[src/sv/iee_pkg.sv]
// shared constants, codes and types of the ising energy evaluator
package iee_pkg;

    localparam int MAX_SPINS_DEF   = 16;
    localparam int COEFF_WIDTH_DEF = 24;
    localparam int SPINS_W         = 16;
    localparam int INDEX_W         = 8;
    localparam int VALUE_W         = 24;
    localparam int ENERGY_W        = 32;
    localparam int COUNT_W         = 5;

    localparam logic [COUNT_W-1:0] COUNT_RESET = 5'd16;

    localparam logic CMD_WRITE = 1'b0;
    localparam logic CMD_EVAL  = 1'b1;

    typedef enum logic [2:0] {
        ST_IDLE,
        ST_PAIR,
        ST_FIELD,
        ST_DRAIN,
        ST_FINISH
    } seq_state_t;

    typedef struct packed {
        logic valid;
        logic add;
        logic clear;
    } beat_t;

endpackage

[src/sv/iee_req_if.sv]
// request channel: coefficient write or evaluate transaction
interface iee_req_if;

    logic                                  valid;
    logic                                  ready;
    logic                                  cmd;
    logic [iee_pkg::INDEX_W-1:0]           coeff_index;
    logic signed [iee_pkg::VALUE_W-1:0]    coeff_value;
    logic [iee_pkg::SPINS_W-1:0]           spins;

    modport source (
        output valid,
        output cmd,
        output coeff_index,
        output coeff_value,
        output spins,
        input  ready
    );

    modport sink (
        input  valid,
        input  cmd,
        input  coeff_index,
        input  coeff_value,
        input  spins,
        output ready
    );

endinterface

[src/sv/iee_res_if.sv]
// result channel: energy of one evaluated configuration
interface iee_res_if;

    logic                                  valid;
    logic                                  ready;
    logic signed [iee_pkg::ENERGY_W-1:0]   energy;

    modport source (
        output valid,
        output energy,
        input  ready
    );

    modport sink (
        input  valid,
        input  energy,
        output ready
    );

endinterface

[src/sv/ising_energy_evaluator.sv]
// top level of the ising energy evaluator
//
// request channel: a transaction with cmd write stores coeff_value at coeff_index
// (couplings in pair order, then the local fields); indexes beyond the store are
// dropped. a transaction with cmd evaluate returns one energy on the result channel,
// E = -(sum of s_i*s_j*J_ij + sum of s_i*h_i) in signed Q16.16, saturated to 32 bits.
// spin_count is written through cfg_we / cfg_wdata; the user must write it while
// the block is idle, which the block itself does not enforce. an evaluate with n
// spins reads one coefficient a cycle from the single read port of the store,
// n*(n+1)/2 reads in all, and then loads the energy into the result register; the
// next request is taken once the sequencer has returned to idle.
// requests are taken only while no evaluation is running.
// the output register holds the energy while the receiver stalls; the next request
// is still taken, and a following evaluation waits at its end until the register
// is free.
// reset clears the control state and sets spin_count to sixteen; the coefficient
// store is not cleared, so every coefficient in use must be written first.
module ising_energy_evaluator #(
    parameter int MAX_SPINS   = iee_pkg::MAX_SPINS_DEF,
    parameter int COEFF_WIDTH = iee_pkg::COEFF_WIDTH_DEF
) (
    input  logic                          clk,
    input  logic                          rst_n,
    iee_req_if.sink                       request,
    iee_res_if.source                     result,
    input  logic                          cfg_we,
    input  logic [iee_pkg::COUNT_W-1:0]   cfg_wdata
);

    localparam int STORE_DEPTH = MAX_SPINS * (MAX_SPINS + 1) / 2;
    localparam int AW          = $clog2(STORE_DEPTH);
    localparam int CW          = $clog2(MAX_SPINS + 1);
    localparam int ACC_W       = COEFF_WIDTH + $clog2(STORE_DEPTH) + 1;

    logic [iee_pkg::COUNT_W-1:0]   spin_count_reg;
    iee_pkg::beat_t                beat;
    logic                          load;
    logic                          out_free;
    logic                          wr_en;
    logic [AW-1:0]                 wr_addr;
    logic signed [COEFF_WIDTH-1:0] wr_data;
    logic [AW-1:0]                 rd_addr;
    logic signed [COEFF_WIDTH-1:0] rd_data;

    always_ff @(posedge clk or negedge rst_n)
    begin
        if (!rst_n)
        begin
            spin_count_reg <= iee_pkg::COUNT_RESET;
        end
        else if (cfg_we)
        begin
            spin_count_reg <= cfg_wdata;
        end
    end

    iee_seq #(
        .MAX_SPINS   (MAX_SPINS),
        .COEFF_WIDTH (COEFF_WIDTH),
        .STORE_DEPTH (STORE_DEPTH),
        .AW          (AW),
        .CW          (CW)
    ) u_seq (
        .clk        (clk),
        .rst_n      (rst_n),
        .request    (request),
        .spin_count (spin_count_reg),
        .out_free   (out_free),
        .beat       (beat),
        .load       (load),
        .wr_en      (wr_en),
        .wr_addr    (wr_addr),
        .wr_data    (wr_data),
        .rd_addr    (rd_addr)
    );

    iee_coeff_mem #(
        .DEPTH (STORE_DEPTH),
        .WIDTH (COEFF_WIDTH),
        .AW    (AW)
    ) u_mem (
        .clk     (clk),
        .wr_en   (wr_en),
        .wr_addr (wr_addr),
        .wr_data (wr_data),
        .rd_en   (beat.valid),
        .rd_addr (rd_addr),
        .rd_data (rd_data)
    );

    iee_accum #(
        .COEFF_WIDTH (COEFF_WIDTH),
        .ACC_W       (ACC_W)
    ) u_accum (
        .clk      (clk),
        .rst_n    (rst_n),
        .beat     (beat),
        .load     (load),
        .rd_data  (rd_data),
        .result   (result),
        .out_free (out_free)
    );

endmodule

[src/sv/iee_coeff_mem.sv]
// coefficient store: one write port, one registered read port
module iee_coeff_mem #(
    parameter int DEPTH = 136,
    parameter int WIDTH = 24,
    parameter int AW    = 8
) (
    input  logic                    clk,
    input  logic                    wr_en,
    input  logic [AW-1:0]           wr_addr,
    input  logic signed [WIDTH-1:0] wr_data,
    input  logic                    rd_en,
    input  logic [AW-1:0]           rd_addr,
    output logic signed [WIDTH-1:0] rd_data
);

    logic signed [WIDTH-1:0] mem [DEPTH];

    always_ff @(posedge clk)
    begin
        if (wr_en)
        begin
            mem[wr_addr] <= wr_data;
        end
        if (rd_en)
        begin
            rd_data <= mem[rd_addr];
        end
    end

endmodule

[src/sv/iee_seq.sv]
// sequencer: takes requests, walks couplings then fields, drives store addresses
module iee_seq #(
    parameter int MAX_SPINS   = 16,
    parameter int COEFF_WIDTH = 24,
    parameter int STORE_DEPTH = 136,
    parameter int AW          = 8,
    parameter int CW          = 5
) (
    input  logic                          clk,
    input  logic                          rst_n,
    iee_req_if.sink                       request,
    input  logic [iee_pkg::COUNT_W-1:0]   spin_count,
    input  logic                          out_free,
    output iee_pkg::beat_t                beat,
    output logic                          load,
    output logic                          wr_en,
    output logic [AW-1:0]                 wr_addr,
    output logic signed [COEFF_WIDTH-1:0] wr_data,
    output logic [AW-1:0]                 rd_addr
);

    localparam int NCW = (CW > iee_pkg::COUNT_W) ? CW : iee_pkg::COUNT_W;

    iee_pkg::seq_state_t state_reg, state_next;

    logic [CW-1:0]                i_reg, i_next;
    logic [CW-1:0]                j_reg, j_next;
    logic [CW-1:0]                n_reg, n_next;
    logic [AW-1:0]                addr_reg, addr_next;
    logic [iee_pkg::SPINS_W-1:0]  spins_reg, spins_next;

    logic                         accept;
    logic                         start;
    logic                         index_ok;
    logic [NCW-1:0]               count_ext;
    logic [NCW-1:0]               count_clamp;
    logic [CW-1:0]                n_start;
    logic [CW-1:0]                n_last;
    logic                         pair_row_end;
    logic                         pair_done;
    logic [iee_pkg::SPINS_W-1:0]  sh_i;
    logic [iee_pkg::SPINS_W-1:0]  sh_j;
    logic                         bit_i;
    logic                         bit_j;

    assign accept   = request.valid && request.ready;
    assign start    = accept && (request.cmd == iee_pkg::CMD_EVAL);
    assign index_ok = (32'(request.coeff_index) < 32'(STORE_DEPTH));

    // spin count below two acts as two, above the maximum as the maximum
    always_comb
    begin
        count_ext = NCW'(spin_count);
        if (count_ext < NCW'(2))
        begin
            count_clamp = NCW'(2);
        end
        else if (count_ext > NCW'(MAX_SPINS))
        begin
            count_clamp = NCW'(MAX_SPINS);
        end
        else
        begin
            count_clamp = count_ext;
        end
    end

    assign n_start      = CW'(count_clamp);
    assign n_last       = n_reg - CW'(1);
    assign pair_row_end = (j_reg == n_last);
    assign pair_done    = pair_row_end && ((i_reg + CW'(1)) == n_last);

    // spins beyond the field read as -1
    assign sh_i  = spins_reg >> i_reg;
    assign sh_j  = spins_reg >> j_reg;
    assign bit_i = sh_i[0];
    assign bit_j = sh_j[0];

    // next state
    always_comb
    begin
        state_next = state_reg;
        case (state_reg)
            iee_pkg::ST_IDLE:
            begin
                if (start)
                begin
                    state_next = iee_pkg::ST_PAIR;
                end
            end
            iee_pkg::ST_PAIR:
            begin
                if (pair_done)
                begin
                    state_next = iee_pkg::ST_FIELD;
                end
            end
            iee_pkg::ST_FIELD:
            begin
                if (i_reg == n_last)
                begin
                    state_next = iee_pkg::ST_DRAIN;
                end
            end
            iee_pkg::ST_DRAIN:
            begin
                state_next = iee_pkg::ST_FINISH;
            end
            iee_pkg::ST_FINISH:
            begin
                if (out_free)
                begin
                    state_next = iee_pkg::ST_IDLE;
                end
            end
            default:
            begin
                state_next = iee_pkg::ST_IDLE;
            end
        endcase
    end

    // counters
    always_comb
    begin
        i_next     = i_reg;
        j_next     = j_reg;
        n_next     = n_reg;
        addr_next  = addr_reg;
        spins_next = spins_reg;
        case (state_reg)
            iee_pkg::ST_IDLE:
            begin
                if (start)
                begin
                    i_next     = '0;
                    j_next     = CW'(1);
                    addr_next  = '0;
                    n_next     = n_start;
                    spins_next = request.spins;
                end
            end
            iee_pkg::ST_PAIR:
            begin
                addr_next = addr_reg + AW'(1);
                if (pair_done)
                begin
                    i_next = '0;
                end
                else if (pair_row_end)
                begin
                    i_next = i_reg + CW'(1);
                    j_next = i_reg + CW'(2);
                end
                else
                begin
                    j_next = j_reg + CW'(1);
                end
            end
            iee_pkg::ST_FIELD:
            begin
                addr_next = addr_reg + AW'(1);
                i_next    = i_reg + CW'(1);
            end
            default:
            begin
            end
        endcase
    end

    // outputs
    always_comb
    begin
        request.ready = (state_reg == iee_pkg::ST_IDLE);
        beat.valid    = (state_reg == iee_pkg::ST_PAIR) || (state_reg == iee_pkg::ST_FIELD);
        beat.add      = (state_reg == iee_pkg::ST_PAIR) ? (bit_i == bit_j) : bit_i;
        beat.clear    = start;
        load          = (state_reg == iee_pkg::ST_FINISH) && out_free;
        wr_en         = accept && (request.cmd == iee_pkg::CMD_WRITE) && index_ok;
        wr_addr       = AW'(request.coeff_index);
        wr_data       = COEFF_WIDTH'(request.coeff_value);
        rd_addr       = addr_reg;
    end

    always_ff @(posedge clk or negedge rst_n)
    begin
        if (!rst_n)
        begin
            state_reg <= iee_pkg::ST_IDLE;
            i_reg     <= '0;
            j_reg     <= '0;
            n_reg     <= CW'(2);
            addr_reg  <= '0;
        end
        else
        begin
            state_reg <= state_next;
            i_reg     <= i_next;
            j_reg     <= j_next;
            n_reg     <= n_next;
            addr_reg  <= addr_next;
        end
    end

    always_ff @(posedge clk)
    begin
        spins_reg <= spins_next;
    end

    a_addr_in_store: assert property (@(posedge clk) disable iff (!rst_n)
        beat.valid |-> (32'(rd_addr) < 32'(STORE_DEPTH)))
        else $error("store address beyond depth");

    a_pair_order: assert property (@(posedge clk) disable iff (!rst_n)
        (state_reg == iee_pkg::ST_PAIR) |-> ((j_reg > i_reg) && (j_reg < n_reg)))
        else $error("pair indices out of order");

    a_field_range: assert property (@(posedge clk) disable iff (!rst_n)
        (state_reg == iee_pkg::ST_FIELD) |-> (i_reg < n_reg))
        else $error("field index beyond spin count");

    a_start_walk: assert property (@(posedge clk) disable iff (!rst_n)
        beat.clear |=> ((state_reg == iee_pkg::ST_PAIR) && (addr_reg == '0)))
        else $error("evaluation did not start at address zero");

endmodule

[src/sv/iee_accum.sv]
// accumulator: signed add or subtract of each coefficient, negate, saturate, output register
module iee_accum #(
    parameter int COEFF_WIDTH = 24,
    parameter int ACC_W       = 33
) (
    input  logic                          clk,
    input  logic                          rst_n,
    input  iee_pkg::beat_t                beat,
    input  logic                          load,
    input  logic signed [COEFF_WIDTH-1:0] rd_data,
    iee_res_if.source                     result,
    output logic                          out_free
);

    localparam int NW = (ACC_W + 1 > iee_pkg::ENERGY_W) ? ACC_W + 1 : iee_pkg::ENERGY_W + 1;
    localparam logic signed [NW-1:0] E_MAX = NW'(32'sh7FFF_FFFF);
    localparam logic signed [NW-1:0] E_MIN = NW'(32'sh8000_0000);

    logic                                  stage_valid_reg;
    logic                                  stage_add_reg;
    logic signed [ACC_W-1:0]               acc_reg, acc_next;
    logic signed [ACC_W-1:0]               term;
    logic signed [NW-1:0]                  neg;
    logic signed [iee_pkg::ENERGY_W-1:0]   energy_next;
    logic signed [iee_pkg::ENERGY_W-1:0]   energy_reg;
    logic                                  out_valid_reg, out_valid_next;

    assign term = ACC_W'(rd_data);

    always_comb
    begin
        acc_next = acc_reg;
        if (beat.clear)
        begin
            acc_next = '0;
        end
        else if (stage_valid_reg)
        begin
            acc_next = stage_add_reg ? (acc_reg + term) : (acc_reg - term);
        end
    end

    // energy is the negated sum, held to the 32-bit range
    always_comb
    begin
        neg = -NW'(acc_reg);
        if (neg > E_MAX)
        begin
            energy_next = iee_pkg::ENERGY_W'(E_MAX);
        end
        else if (neg < E_MIN)
        begin
            energy_next = iee_pkg::ENERGY_W'(E_MIN);
        end
        else
        begin
            energy_next = iee_pkg::ENERGY_W'(neg);
        end
    end

    assign out_free = !out_valid_reg || result.ready;

    always_comb
    begin
        out_valid_next = out_valid_reg;
        if (load)
        begin
            out_valid_next = 1'b1;
        end
        else if (result.ready)
        begin
            out_valid_next = 1'b0;
        end
    end

    assign result.valid  = out_valid_reg;
    assign result.energy = energy_reg;

    always_ff @(posedge clk or negedge rst_n)
    begin
        if (!rst_n)
        begin
            stage_valid_reg <= 1'b0;
            out_valid_reg   <= 1'b0;
        end
        else
        begin
            stage_valid_reg <= beat.valid;
            out_valid_reg   <= out_valid_next;
        end
    end

    always_ff @(posedge clk)
    begin
        stage_add_reg <= beat.add;
        acc_reg       <= acc_next;
        if (load)
        begin
            energy_reg <= energy_next;
        end
    end

endmodule

[src/flat_wrapper.sv]
// flat-port wrapper written by rule: the top's interface ports become plain ports
module ising_energy_evaluator_flat 
#(
    parameter int MAX_SPINS   = iee_pkg::MAX_SPINS_DEF,
    parameter int COEFF_WIDTH = iee_pkg::COEFF_WIDTH_DEF
)
  (clk, rst_n, cfg_we, cfg_wdata, request_valid, request_cmd, request_coeff_index, request_coeff_value, request_spins, request_ready, result_valid, result_energy, result_ready);
  iee_req_if request_i ();
  iee_res_if result_i ();
  input  logic clk;
  input  logic rst_n;
  input  logic cfg_we;
  input  logic [iee_pkg::COUNT_W-1:0] cfg_wdata;
  input wire logic [$bits(request_i.valid)-1:0] request_valid;
  input wire logic [$bits(request_i.cmd)-1:0] request_cmd;
  input wire logic [$bits(request_i.coeff_index)-1:0] request_coeff_index;
  input wire logic [$bits(request_i.coeff_value)-1:0] request_coeff_value;
  input wire logic [$bits(request_i.spins)-1:0] request_spins;
  output wire logic [$bits(request_i.ready)-1:0] request_ready;
  output wire logic [$bits(result_i.valid)-1:0] result_valid;
  output wire logic [$bits(result_i.energy)-1:0] result_energy;
  input wire logic [$bits(result_i.ready)-1:0] result_ready;
  assign request_i.valid = request_valid;
  assign request_i.cmd = request_cmd;
  assign request_i.coeff_index = request_coeff_index;
  assign request_i.coeff_value = request_coeff_value;
  assign request_i.spins = request_spins;
  assign request_ready = request_i.ready;
  assign result_valid = result_i.valid;
  assign result_energy = result_i.energy;
  assign result_i.ready = result_ready;
  ising_energy_evaluator #(.MAX_SPINS(MAX_SPINS), .COEFF_WIDTH(COEFF_WIDTH)) u_core (.clk(clk), .rst_n(rst_n), .request(request_i), .result(result_i), .cfg_we(cfg_we), .cfg_wdata(cfg_wdata));
endmodule
[config.mk]
export PLATFORM = sky130hd
export DESIGN_NAME = ising_energy_evaluator_flat
export DESIGN_NICKNAME = d
export VERILOG_FILES = /design/src/sv/iee_pkg.sv /design/src/sv/iee_req_if.sv /design/src/sv/iee_res_if.sv /design/src/sv/ising_energy_evaluator.sv /design/src/sv/iee_coeff_mem.sv /design/src/sv/iee_seq.sv /design/src/sv/iee_accum.sv /design/src/flat_wrapper.sv
export SDC_FILE = /design/constraint.sdc
export NUM_CORES = 2
export LEC_CHECK = 0
export BUFFER_PORTS_ARGS = -buffer_cell sky130_fd_sc_hd__buf_2
export CORE_ASPECT_RATIO = 0.5
export CORE_MARGIN = 2
export CORE_UTILIZATION = 50
export DETAILED_ROUTE_END_ITERATION = 10
export PLACE_DENSITY_LB_ADDON = 0.2
export SYNTH_ARGS = -nofsm -noshare
export SYNTH_HDL_FRONTEND = slang
export SYNTH_HIERARCHICAL = 1
export SYNTH_SLANG_ARGS = --single-unit
[constraint.sdc]
create_clock -name clk -period 8.25 [get_ports clk]
set_clock_uncertainty 0.2 [all_clocks]
set_input_delay 0.825 -clock clk [delete_from_list [all_inputs] [get_ports clk]]
set_output_delay 0.825 -clock clk [all_outputs]
set_load 0.02 [all_outputs]
==> impl_metrics.toml <==
[synthesis]
yosys.area.top_type = "edfxtp_1"
yosys_warnings = 6
ys_seq_area_frac = 0.753
netlist_area_sq_um = 135000
async_flop_share = 0.00970
synth-seq-cells = 3403
synth-edff-count = 3336
syn_avg_cell_area_sq_um = 20.1
synth_cells = 6703
synth_cell_types = 94
yosys-top-cells-count = "edfxtp_1 (3336), mux4_2 (700), mux2i_1 (409)"
yosysTopAreaCellShare = 0.742
syn_nets = 6803
synth_area_leaders = "edfxtp_1 (74%), mux4_2 (12%), mux2i_1 (3.0%), nand2_1 (0.93%), nor2_1 (0.77%)"
synth-main-ff-cell = "edfxtp_1"
synth_most_common_cell = "edfxtp_1"

[pwr]
swShare = 0.333
internal_power_uw = 33300
power_uw = 49900
p_leak_uw = 0.0479
clockPowerShare = 0.278
pwr_density_cell_nw_per_um2 = 333
p_seq_frac = 0.402
max-vdd-ir-drop_uv = 248
p_sw_uw = 16600
p_comb_frac = 0.320

[drt]
antenna_left = 0
drc = 0
drt-pass1-iter-count = 6
drt_iter0_markers = 10500
num_vias = 70000
post_drt_wl_per_cell_um = 34.9
vias_per_cell = 6.47
wl_mm = 378

[worst_setup_path]
crit_path_start_kind = "flip-flop"
cp-end-kind = "flip-flop"
worstPathMaxFanout = 38
slowest_delay_ps = 1140
required_ps = 8610
path_buf_inv = 2
critPathTopFamily = "compound AO/OA/AOI/OAI gates"
crit_slowest_cell = "a32oi_1"
crit_chain = "buf_4, buf_4, mux4_2, mux2i_1, a221oi_1, a32oi_1, o21ai_1"
reg2reg_to = "u_core/u_mem/rd_data[20]"
critical_path_class = "reg -> reg"
ff2ff_setup_slack_ps = 2670
r2r_start = "u_core/u_seq/rd_addr[0]"
reg2reg_depth = 7
crit_top_cell = "buf_4"
arrival_ps = 5940

[timing]
fin_crit_ps = 5580
rsz0062_at_grt = "false"
finalCritPeriodShare = 0.676
setup_tns_ps = 0
slew_headroom = -0.0217
hold_viol_final = 0
worst_pin_slew_ps = 1520
drv_slew = 3
setup_viol = 0
fmax_mhz = 179

[cells_and_area]
largest_reg_flops = 3264
fill_cells = 19800
syn2layout_area_growth_pct = 11.0
drive_above_1_share = 0.241
seq_area_sq_um = 102000
final_nets = 7086
multi_input_area_sq_um = 31200

[global_routing]
grt_pass1_wl_mm = 529
first_global_vias = 68500
gr-total-overflow = 0
grt_usage = 0.273
grt_max_degree = 101
antenna_found_initial = 21

[floorplanning]
core_sq_um = 268000
die_w_um = 739
initial_core_util = 0.504
dieHeight_um = 371
rows = 134
die-area_sq_um = 274000
top_level_ports = 93

[worst_hold_path]
hold_path_depth = 3
min-delay-start = "result_ready"
whs_endpoint = "u_core/u_accum/result.valid"
worstHoldPathType = "in -> reg"

[placed_design]
place_hpwl_mm = 228
gp_congestion = 0.928
port_buffers = 92

[clock_tree]
cts_tree = "built"
cts_sinks = 3403
path_clk_slew_ps = 70
clock_latency_ps = 890
cts_made_buffers = 301
cts_buffer_depth = 4
clockRootBuffer = "clkbuf_16"
cts_htree_levels = 5
ctsResizeCount = 0

[job]
maxCapViolations = 1

[status]
violations = "max-capacitance violations, max-slew violations"
outcome = "finished, violations left"
-- placed cells by master, fill, tap and decap left out, drive strengths merged, types with 11 or more instances in the layout --
cell            n
edfxtp       3336
mux4          700
mux2i         409
clkbuf        369
buf           363
nand2         335
nor2          281
o21ai         149
clkinv        115
a21oi          78
a31oi          78
a22oi          68
mux2           57
xor2           53
xnor2          47
inv            47
nand3          42
ha             40
o22ai          37
o221ai         35
dfxtp          34
nor2b          34
dfrtp          31
nor3           29
a211oi         28
bufinv         27
a41oi          27
o211ai         26
o31ai          26
and3           25
nand2b         23
a221oi         23
dlygate4sd3    22
a32oi          22
or3            18
a21o           13
nand4          12
and2           11
-- cell families after synthesis --
logic type                 count (synthesis)  synth area share
and+or+nand+nor                          859            0.0288
xor gates and xnor gates                 103           0.00699
muxes                                   1166             0.152
DFF                                     3403             0.753
AOI/OAI and AO/OA                        693            0.0362
buffers and inverters                    438            0.0189
adders and majority gates                 41           0.00386
-- worst reg2reg max path, cell delays in order (launching register included) --
cell and delay (ps):
dfrtp_4 1040, buf_4 790, buf_4 560, mux4_2 610, mux2i_1 490, a221oi_1 260
a32oi_1 1140, o21ai_1 190
-- power by group through the flow --
stage | clock network (uW) | logic (uW) | registers, uW
5_1_grt | 14700 | 16800 | 20100
6_report | 13900 | 16000 | 20100
3_3_place_gp | 0 | 15600 | 20400
2_1_floorplan | 0 | 11200 | 19900
4_1_cts | 14100 | 15800 | 20000
3_5_place_dp | 0 | 15800 | 20400
-- cell type report --
type | instances | share of cell area
diodes | 3 | 0.0000501
clock buffers | 369 | 0.0523
clock inverters | 163 | 0.0105
inverters | 32 | 0.000868
multi-input cells | 2862 | 0.208
flip-flops and latches | 3403 | 0.679
well taps | 3604 | 0.0301
repair buffers | 386 | 0.0196
-- worst max path at each step --
| stage | cells past startpoint | endpoint | start |
|---|---|---|---|
| floorplan | 18 | u_core/u_accum/acc_reg[32] | u_core/u_mem/rd_data[4] |
| global placement | 8 | u_core/u_mem/rd_data[8] | u_core/u_seq/rd_addr[0] |
| detailed placement | 7 | u_core/u_mem/rd_data[20] | u_core/u_seq/rd_addr[0] |
| CTS | 7 | u_core/u_mem/rd_data[20] | u_core/u_seq/rd_addr[0] |
| global route | 7 | u_core/u_mem/rd_data[20] | u_core/u_seq/rd_addr[0] |
| finish | 7 | u_core/u_mem/rd_data[20] | u_core/u_seq/rd_addr[0] |
-- routing by layer --
metal  GRT usage  part of all wire
met1       0.390              0.39
met2       0.419              0.46
met3      0.0786              0.12
met4      0.0715             0.028
met5           0           0.00028
-- stage by stage --
| step | instance area, sq um | utilization | instances | worst slack, ps | hold WS [ps] |
|---|---|---|---|---|---|
| 6_report | 150000 | 0.560 | 10800 | 2670 | 109 |
| 4_1_cts | 150000 | 0.560 | 10800 | 2870 | 55.3 |
| 2_1_floorplan | 135000 | - | 6703 | 4080 | 272 |
| 5_1_grt | 150000 | 0.560 | 10800 | 2540 | 81.2 |
| 3_5_place_dp | 140000 | 0.524 | 10300 | 2870 | 318 |
| 3_3_place_gp | 140000 | 0.524 | 10300 | 2690 | 303 |
-- repair_timing --
item,in CTS,in global routing
endpoints found under the hold margin,52,0
hold buffers,22,0
setup buffers,0,0
setup endpoints to repair,0,0
(Power assumes the default switching activity.)
